File: src/sv/etsg_pkg.sv
// Shared types, constants and helpers for the edge triangle set gather block.
// No dependencies; every other file in this folder but etsg_ram imports it.
`default_nettype none
package etsg_pkg;

  // field widths fixed by the item format
  localparam int OP_W      = 2;
  localparam int EDGE_W    = 11;
  localparam int VAL_W     = 11;
  localparam int IDX_W     = 10;
  localparam int REM_W     = 11;

  // bitmap word geometry
  localparam int WORD_W    = 32;
  localparam int BIT_W     = 5;

  // operation codes
  localparam logic [OP_W-1:0] OP_WRITE = 2'd0;
  localparam logic [OP_W-1:0] OP_ADD   = 2'd1;
  localparam logic [OP_W-1:0] OP_NEXT  = 2'd2;

  // stored value that ends an edge's slot list
  localparam logic [VAL_W-1:0] END_MARK = 11'h7FF;

  // controller to datapath commands
  typedef struct packed {
    logic adj_wr;    // write adjacency slot from the input beat
    logic latch;     // capture edge, restart slot count
    logic slot_inc;  // advance to next slot
    logic mark_rd;   // read bitmap word of the slot's triangle
    logic mark_upd;  // set the triangle's bit
    logic nxt_rd;    // read lowest nonzero bitmap word
    logic nxt_upd;   // clear lowest bit, load result
    logic nxt_none;  // load empty result
  } cmd_t;

  // datapath to controller status
  typedef struct packed {
    logic edge_ok;     // input edge number within table
    logic adj_end;     // slot holds the end mark
    logic adj_mark;    // slot holds a usable triangle
    logic slot_last;   // current slot is the edge's last
    logic any_marked;  // bitmap holds at least one bit
  } sts_t;

  // index of the lowest set bit of a word (zero when none)
  function automatic logic [BIT_W-1:0] lsb_index(input logic [WORD_W-1:0] w);
    logic [BIT_W-1:0] idx;
    idx = '0;
    for (int i = WORD_W - 1; i >= 0; i--) begin
      if (w[i]) idx = BIT_W'(i);
    end
    return idx;
  endfunction

endpackage
`default_nettype wire

File: src/sv/etsg_ctrl.sv
// Controller: sequences writes, slot scans of an add and next lookups.
// Uses etsg_pkg; drives the datapath only through cmd_t and reads sts_t.
`default_nettype none
module etsg_ctrl
  import etsg_pkg::*;
(
  input  wire logic            clk,
  input  wire logic            rst_n,
  input  wire logic            start,
  input  wire logic [OP_W-1:0] in_operation,
  input  wire sts_t            sts,
  output cmd_t                 cmd,
  output logic                 busy,
  output logic                 out_valid
);

  typedef enum logic [2:0] {
    S_IDLE, S_ADJ_RD, S_ADJ_CHK, S_MARK, S_NXT_RD, S_NXT_UPD
  } state_t;

  state_t state_r, state_nxt;
  logic   out_valid_r, out_valid_nxt;

  // next state, commands and result strobe
  always_comb begin
    state_nxt     = state_r;
    out_valid_nxt = 1'b0;
    cmd           = '0;
    unique case (state_r)
      S_IDLE: begin
        if (start) begin
          unique case (in_operation)
            OP_WRITE: cmd.adj_wr = 1'b1;
            OP_ADD: begin
              if (sts.edge_ok) begin
                cmd.latch = 1'b1;
                state_nxt = S_ADJ_RD;
              end
            end
            OP_NEXT: state_nxt = S_NXT_RD;
            default: ;
          endcase
        end
      end
      S_ADJ_RD: state_nxt = S_ADJ_CHK;
      S_ADJ_CHK: begin
        if (sts.adj_end) begin
          state_nxt = S_IDLE;
        end else if (sts.adj_mark) begin
          cmd.mark_rd = 1'b1;
          state_nxt   = S_MARK;
        end else if (sts.slot_last) begin
          state_nxt = S_IDLE;
        end else begin
          cmd.slot_inc = 1'b1;
          state_nxt    = S_ADJ_RD;
        end
      end
      S_MARK: begin
        cmd.mark_upd = 1'b1;
        if (sts.slot_last) begin
          state_nxt = S_IDLE;
        end else begin
          cmd.slot_inc = 1'b1;
          state_nxt    = S_ADJ_RD;
        end
      end
      S_NXT_RD: begin
        if (sts.any_marked) begin
          cmd.nxt_rd = 1'b1;
          state_nxt  = S_NXT_UPD;
        end else begin
          cmd.nxt_none  = 1'b1;
          out_valid_nxt = 1'b1;
          state_nxt     = S_IDLE;
        end
      end
      S_NXT_UPD: begin
        cmd.nxt_upd   = 1'b1;
        out_valid_nxt = 1'b1;
        state_nxt     = S_IDLE;
      end
      default: state_nxt = S_IDLE;
    endcase
  end

  // hold state and the strobe
  always_ff @(posedge clk) begin
    if (!rst_n) begin
      state_r     <= S_IDLE;
      out_valid_r <= 1'b0;
    end else begin
      state_r     <= state_nxt;
      out_valid_r <= out_valid_nxt;
    end
  end

  assign busy      = state_r != S_IDLE;
  assign out_valid = out_valid_r;

endmodule
`default_nettype wire

File: config.mk
export PLATFORM = sky130hd
export DESIGN_NAME = etsg_ctrl
export DESIGN_NICKNAME = d
export VERILOG_FILES = /design/src/sv/etsg_pkg.sv /design/src/sv/etsg_ctrl.sv
export SDC_FILE = /design/constraint.sdc
export NUM_CORES = 1
export LEC_CHECK = 0
export BUFFER_PORTS_ARGS = -buffer_cell sky130_fd_sc_hd__buf_4
export CORE_AREA = 2 2 39 41
export CTS_BUF_LIST = sky130_fd_sc_hd__clkbuf_4
export CTS_CLUSTER_DIAMETER = 120
export DETAILED_ROUTE_END_ITERATION = 10
export DIE_AREA = 0 0 41 43
export PLACE_DENSITY = 0.61
export SLEW_MARGIN = 20
export SYNTH_ARGS = -nofsm -noshare
export SYNTH_HDL_FRONTEND = slang
export SYNTH_SLANG_ARGS = --single-unit
File: constraint.sdc
create_clock -name clk -period 1.45 [get_ports clk]
set_clock_uncertainty 0.2 [all_clocks]
set_input_delay 0.0725 -clock clk [delete_from_list [all_inputs] [get_ports clk]]
set_output_delay 0.0725 -clock clk [all_outputs]
set_load 0.02 [all_outputs]
Word level (Yosys, flattened, before mapping)
Index checks and enable logic that the tools add are counted.
- $add $sub $neg: 0
- multiply operators: 0
- divide/modulo/power cells: 0
- $lt $le $gt $ge: 0
- equality and inequality tests: 10
- shift-type cells: 0
- muxes and demuxes: 26
- bitwise logic cells: 0
- reductions and logical operators: 4
- operators by type and width (kind ; number):
    two-way mux 3 bit ; 5
    case mux 3 bit (5 select lines) ; 1
    two-way mux 1 bit ; 14
    equality test 3 x 2 -> 1 bit (second input constant) ; 2
    equality test 3 bit (second input constant) ; 2
    two-way mux 2 bit ; 3
    case mux 3 bit (2 select lines) ; 1
    case mux 1 bit (2 select lines) ; 2
    equality test 3 x 1 -> 1 bit (second input constant) ; 1
    logical NOT 3 bit ; 1
    != test 3 x 1 -> 1 bit (second input constant) ; 1
    != test 3 bit (second input constant) ; 1
    AND reduction 3 bit ; 1
    nonzero test 3 bit ; 1
    equality test 2 x 1 -> 1 bit (second input constant) ; 1
    equality test 2 bit (second input constant) ; 1
    logical NOT 2 bit ; 1
    != test 2 bit (second input constant) ; 1
- flip-flop bits (word level): 4
- latch bits: 0
- bits in writable memories: 0
- memory bits (read-only): 0
- bits of input ports: 10
- output and inout port bits: 10
- word-level logic and storage cells: 42
- memories kept: 0

Depth between registers and ports, before layout
Gate-level depths: netlist (run 1).
- depth after elaboration: 4
- gate-level depth with buffers: 5
- gate-level depth less buffers: 4

Least setup slack after synthesis (run 1)
Ideal clock, no wire load.
- kind: reg2reg
- from: reg state_r[2]
- to: reg state_r[1]
- library setup time: 0.073 ns
- data arrival time: 1.149 ns
- data required time: 1.177 ns
- path slack: 0.028 ns
- cell stages (with the launch flop): 6
- path buffers: 1
- period minus slack after synthesis: 1.422 ns
- cells stage by stage: dfxtp_1 buf_6 nand2b_4 nor3_2 a21oi_1 nor3b_2
- word-level cells in the longest chain between the ends: 3
- elaborated cells on any way between the ends: 10
- classes of those cells: eq/ne: 7; mux: 1; reduce/logical: 2
- ends and longest elaborated chain (what ; line ; source):
    start, declared ; etsg_ctrl.sv:21 ; state_t state_r, state_nxt;
    start signal, assigned ; etsg_ctrl.sv:93 ; state_r <= state_nxt;
    logical NOT 3 bit ; etsg_ctrl.sv:29 ; unique case (state_r)
    != test 3 x 1 -> 1 bit (no source line), or another cell as far along ; -- ;
    AND reduction 3 bit (no source line) ; -- ;
Several ways; a longest one is shown, not always the timed one.
A chain may end at the register's enable or synchronous reset.

==> results.json, run 1 <==
{
  "outcome": "finished clean",
  "avgSynthCellArea_sq_um": 7.92,
  "coreArea_sq_um": 1380,
  "first_pass_iters": 3,
  "nets": 79,
  "worstPathArrival_ns": 1.17,
  "synthDistinctLibCells": 20,
  "drc": 0,
  "slowest_delay_ns": 0.36,
  "dr_total_vias": 386,
  "nFillCells": 151,
  "avgRoutedWirePerCell_um": 10.8,
  "syn_area_sq_um": 309,
  "postCtsSetupRepairBufs": 0,
  "synth-seq-cells": 4,
  "dp_hpwl_um": 617,
  "num_rows": 14,
  "finalSetupViolations": 0,
  "irDropWorstVdd_v": 0.000311,
  "synth_nets": 49,
  "routabilityCongestion": 0.706,
  "criticalPathCategory": "flop to primary output",
  "ys_warn_count": 0,
  "period_share": 0.992,
  "holdWs_ns": 0.0245,
  "grt_max_degree": 10,
  "die_h_um": 43,
  "synth_cells": 39,
  "max_cap_viol_count": 0,
  "final-seq-area_sq_um": 88.8,
  "power_density_nw_per_um2": 703,
  "final_cell_mix": "buf_4 (20), nor2_1 (6), dlygate4sd3_1 (6)",
  "clk_path_buf_depth": 2,
  "pin_count": 20,
  "htreeDepth": 1,
  "relSlewSlack": 0.814,
  "antenna_cells": 0,
  "dpl_worst_slack_ns": 0.0929,
  "port_buffers": 19,
  "via_per_inst": 4.65,
  "final_common_cell": "buf_4",
  "multi_input_area_sq_um": 225,
  "post-route-min-period_ns": 1.44,
  "worstPathMaxFanout": 6,
  "clkTransAtPathRegs_ns": 0.04,
  "antenna_found_initial": 0,
  "grtUsageTotal": 0.129,
  "root_buffer": "clkbuf_4",
  "start_util": 0.223,
  "hp-class": "input pin to flop",
  "dieWidth_um": 41,
  "ys_seq_area_frac": 0.259,
  "layout-area-overhead-vs-synth_pct": 91.9,
  "ant_nets": 0,
  "cts_buffers": 3,
  "grt_overflow_total": 0,
  "rsz0062_at_grt": "yes",
  "initialDrtViolationCount": 4,
  "worstMarginPinSlew_ns": 0.279,
  "clkLatencyLatePin_ns": 0.23,
  "cts_tree": "done",
  "endpoint_kind": "primary output",
  "startpoint_type": "flop",
  "finalMaxSlewViolations": 0,
  "crit_path_top_delay_cell": "dfxtp_4",
  "layout-drive-gt1-share": 0.582,
  "finalWirelength_um": 895,
  "cts_sinks": 4,
  "worstPathCellList": "nor3_4, nand3b_1, nor2_1, buf_4",
  "crit_required_ns": 1.18,
  "dieArea_sq_um": 1760,
  "grt_pass1_wl_um": 1500,
  "grt_pass1_vias": 378,
  "fmax_mhz": 695,
  "hold_violations": 0,
  "p_leak_nw": 0.277,
  "setup_slack_ns": 0.0120
}
[layer usage]
layer	GRT usage	share of wire
met5	0	0
met4	0.100	0
met3	0.0314	0.045
met2	0.188	0.54
met1	0.153	0.41
[worst max-delay path, delay by kind of cell (launching register included)]
| family | cells | cell delay [ns] |
|---|---|---|
| and+or+nand+nor | 3 | 0.42 |
| buffers and inverters | 1 | 0.15 |
| DFF | 1 | 0.36 |
[path summary, 6_finish.rpt]
kind                                         startpoint                       to  slack [ns]  cells after the start
worst max register to register  state_r[0]$_SDFFE_PN0P_  state_r[0]$_SDFFE_PN0P_        0.15                      4
worst max-delay path            state_r[2]$_SDFFE_PN0P_                   cmd[7]        0.01                      4
worst min register to register  state_r[0]$_SDFFE_PN0P_  state_r[2]$_SDFFE_PN0P_        0.40                      3
worst min-delay path                             sts[3]  state_r[0]$_SDFFE_PN0P_        0.02                      4
[synth_stat cells]
cell,number,share of area
mux2i_1,1,0.032
nor2_1,7,0.085
dfxtp_1,4,0.26
and3_2,3,0.073
a22oi_1,1,0.024
a21oi_1,2,0.032
o2111a_1,1,0.036
a221oi_1,1,0.028
nor3b_2,2,0.081
nand2b_1,1,0.020
a2111oi_1,1,0.032
nand3b_1,1,0.024
o21ai_1,1,0.016
nor3_2,1,0.032
buf_6,1,0.036
nand2b_4,1,0.045
nor3_1,2,0.032
nand2_1,3,0.036
inv_1,4,0.049
buf_4,1,0.024
[logic make-up (layout without fill, tap and decap cells)]
| family | Yosys count | after routing | share of synthesized area |
|---|---|---|---|
| DFF | 4 | 4 | 0.259 |
| buffers and inverters | 6 | 34 | 0.109 |
| and+or+nand+nor | 21 | 21 | 0.429 |
| muxes | 1 | 1 | 0.0324 |
| AOI/OAI and AO/OA | 7 | 7 | 0.170 |
[sequential cells by signal, indices dropped and copies added (netlist names)]
signal and count:
out_valid 1, state_r 3
[report_power, final]
part	switching (mW)	internal, mW
Combinational	0.0661	0.0787
Sequential	0.0175	0.117
Clock	0.0445	0.0925
[stage by stage]
| stage | cell area, sq um | power (mW) | utilization | instances | TNS, ns |
|---|---|---|---|---|---|
| final | 593 | 0.417 | 0.429 | 83 | 0 |
| after global routing | 593 | 0.455 | 0.429 | 83 | -0.140 |
| after CTS | 559 | 0.409 | 0.404 | 83 | -0.00867 |
| after detailed placement | 468 | 0.251 | 0.338 | 74 | 0 |
| after global placement | 468 | 0.249 | 0.338 | 74 | 0 |
| after floorplan | 309 | 0.198 | - | 39 | 0 |
[what timing repair did]
item | in CTS | in global routing
hold endpoints to repair | 4 | 0
gates resized for setup | 4 | 9
endpoints found under the setup margin | 5 | 6
pin swaps | 1 | 1
hold buffers | 6 | 0
[cell type report]
type | count | share of cell area
Clock buffer | 3 | 0.0380
Timing Repair Buffer | 27 | 0.373
Tap cell | 16 | 0.0338
Inverter | 4 | 0.0253
Sequential cell | 4 | 0.150
Multi-Input combinational cell | 29 | 0.380
Power figures use the tool's default switching activity.
==> run 2, diff against run 1 <==
Settings changed: PLACE_DENSITY 0.61 to 0.51.
==> run 2 against run 1 <==
  * Total power is 0.83% lower
  * Non-clock buffer count is 1 lower
  * Critical path depth stayed put
  * Worst hold slack worse by 0.0014 ns
  * Register-to-register slack worse by 0.08 ns
  * Clock power hardly changed
  * Via count is 3.1% lower
  * Critical path type unchanged
  * Fmax is 1.4% higher
  * Utilization is 1.1 points lower
  * Sequential power hardly changed
  * Wire length is 3.5% lower
==> results.json, run 2 (synthesized netlist as in run 1, its figures left out) <==
{
  "slowest_delay_ns": 0.37,
  "r2r-end": "state_r[0]$_SDFFE_PN0P_",
  "antenna_found_initial": 0,
  "r2r_slack_ns": 0.07,
  "dieArea_sq_um": 1760,
  "crit_required_ns": 1.18,
  "final_cell_mix": "buf_4 (20), nor2_1 (7), dlygate4sd3_1 (5)",
  "dr_total_vias": 374,
  "outcome": "finished clean",
  "rr_startpoint": "state_r[0]$_SDFFE_PN0P_",
  "clockPowerShare": 0.338,
  "crit_start": "state_r[2]$_SDFFE_PN0P_",
  "ant_nets": 0,
  "clk_path_buf_depth": 2,
  "routabilityCongestion": 0.671,
  "layout-drive-gt1-share": 0.576,
  "coreArea_sq_um": 1380,
  "htreeDepth": 1,
  "dp_hpwl_um": 602,
  "wl_met2_um": 406,
  "root_buffer": "clkbuf_4",
  "wl_met1_um": 405,
  "r2r_cells": 4,
  "utilization": 0.418,
  "clkTransAtPathRegs_ns": 0.04,
  "first_pass_iters": 2,
  "switching_share": 0.307,
  "finalMaxSlewViolations": 0,
  "grt_pass1_vias": 328,
  "start_util": 0.223,
  "power.total_uw": 413,
  "pin_count": 20,
  "wl_met3_um": 52,
  "largest_reg_flops": 3,
  "finalWirelength_um": 864,
  "power_density_nw_per_um2": 715,
  "pwr-share-seq": 0.324,
  "grtUsageTotal": 0.113,
  "criticalPathCategory": "flop to primary output",
  "hold_violations": 0,
  "cts_tree": "done",
  "holdPathStages": 4,
  "num_rows": 14,
  "worstPathCellList": "nor3_4, nand3b_1, nor2_1, buf_4",
  "highest_layer": "met3",
  "port_buffers": 19,
  "hp-start": "sts[1]",
  "fmax_mhz": 705,
  "nets": 78,
  "cts_sinks": 4,
  "initialDrtViolationCount": 10,
  "antenna_cells": 0,
  "p_comb_frac": 0.338,
  "avgRoutedWirePerCell_um": 10.5,
  "irDropWorstVdd_v": 0.000203,
  "whs_endpoint": "state_r[0]$_SDFFE_PN0P_",
  "period_share": 0.978,
  "internal_power_uw": 287,
  "final_common_cell": "buf_4",
  "layout-area-overhead-vs-synth_pct": 87.0,
  "clkLatencyLatePin_ns": 0.24,
  "p_leak_nw": 0.272,
  "worstPathMaxFanout": 6,
  "max_cap_viol_count": 0,
  "grt_overflow_total": 0,
  "crit_path_top_delay_cell": "dfxtp_4",
  "drc": 0,
  "worstPathArrival_ns": 1.15,
  "cpLargestDelayFamily": "simple AND/OR/NAND/NOR gates",
  "via_per_inst": 4.56,
  "hp-class": "input pin to flop",
  "die_h_um": 43,
  "endpoint_kind": "primary output",
  "grt_max_degree": 10,
  "critPathBufInv": 1,
  "grt_pass1_wl_um": 1320,
  "relSlewSlack": 0.814,
  "startpoint_type": "flop",
  "p_sw_uw": 127,
  "cts_buffers": 3,
  "largest_register": "state_r",
  "rsz0062_at_grt": "yes",
  "finalSetupViolations": 0,
  "post-route-min-period_ns": 1.42,
  "worstMarginPinSlew_ns": 0.279,
  "dieWidth_um": 41
}
run 2: worst max-delay path by stage:
stage | slack [ns] | depth (start not counted) | endpoint
after floorplan | 0.03 | 5 | state_r[1]$_SDFFE_PN0P_
after global placement | 0.06 | 4 | state_r[0]$_SDFFE_PN0P_
after detailed placement | 0.09 | 4 | state_r[0]$_SDFFE_PN0P_
after CTS | 0.009 | 4 | cmd[6]
after global routing | -0.07 | 4 | cmd[6]
final | 0.03 | 4 | cmd[7]
run 2: metrics by stage:
stage | setup TNS, ns | area (sq um) | setup WS (ns) | hold slack, ns | instances
floorplan | 0 | 309 | 0.0281 | -0.0137 | 39
global placement | 0 | 468 | 0.0553 | 0.134 | 74
detailed placement | 0 | 468 | 0.0881 | 0.130 | 74
CTS | 0 | 558 | 0.00866 | 0.0120 | 82
global route | -0.144 | 578 | -0.0657 | 0.0617 | 82
finish | 0 | 578 | 0.0319 | 0.0232 | 82
run 2: repair_timing:
item | CTS | global route
pin swaps | 3 | 2
resized for setup | 6 | 5
setup endpoints to repair | 5 | 5
endpoints found under the hold margin | 4 | 0
setup buffers | 0 | 0
hold buffers | 5 | 0
run 2: final cells by class:
cell class | instances | area (sq um)
multi-input cells | 29 | 223
fillers | 150 | 806
well taps | 16 | 20.0
inverters | 4 | 15.0
repair buffers | 26 | 211
clock buffers | 3 | 22.5
flip-flops and latches | 4 | 86.3
run 2: per-layer routing:
metal / GRT usage / vias up
met1: 0.138 / 164
met5: 0 / -
met3: 0.0471 / 0
met2: 0.163 / 16
li1: - / 194
met4: 0.0600 / 0
run 2: tightest hold or removal path: stages:
cell	delay (ns)
buf_4	0.09
a221oi_1	0.07
o21ai_1	0.14
a21oi_1	0.05
run 2: power by group through the flow:
stage	clock network, mW	registers [mW]	logic, mW
2_1_floorplan	0	0.123	0.0743
3_3_place_gp	0	0.131	0.119
3_5_place_dp	0	0.131	0.119
4_1_cts	0.149	0.133	0.134
5_1_grt	0.154	0.135	0.155
6_report	0.140	0.134	0.140
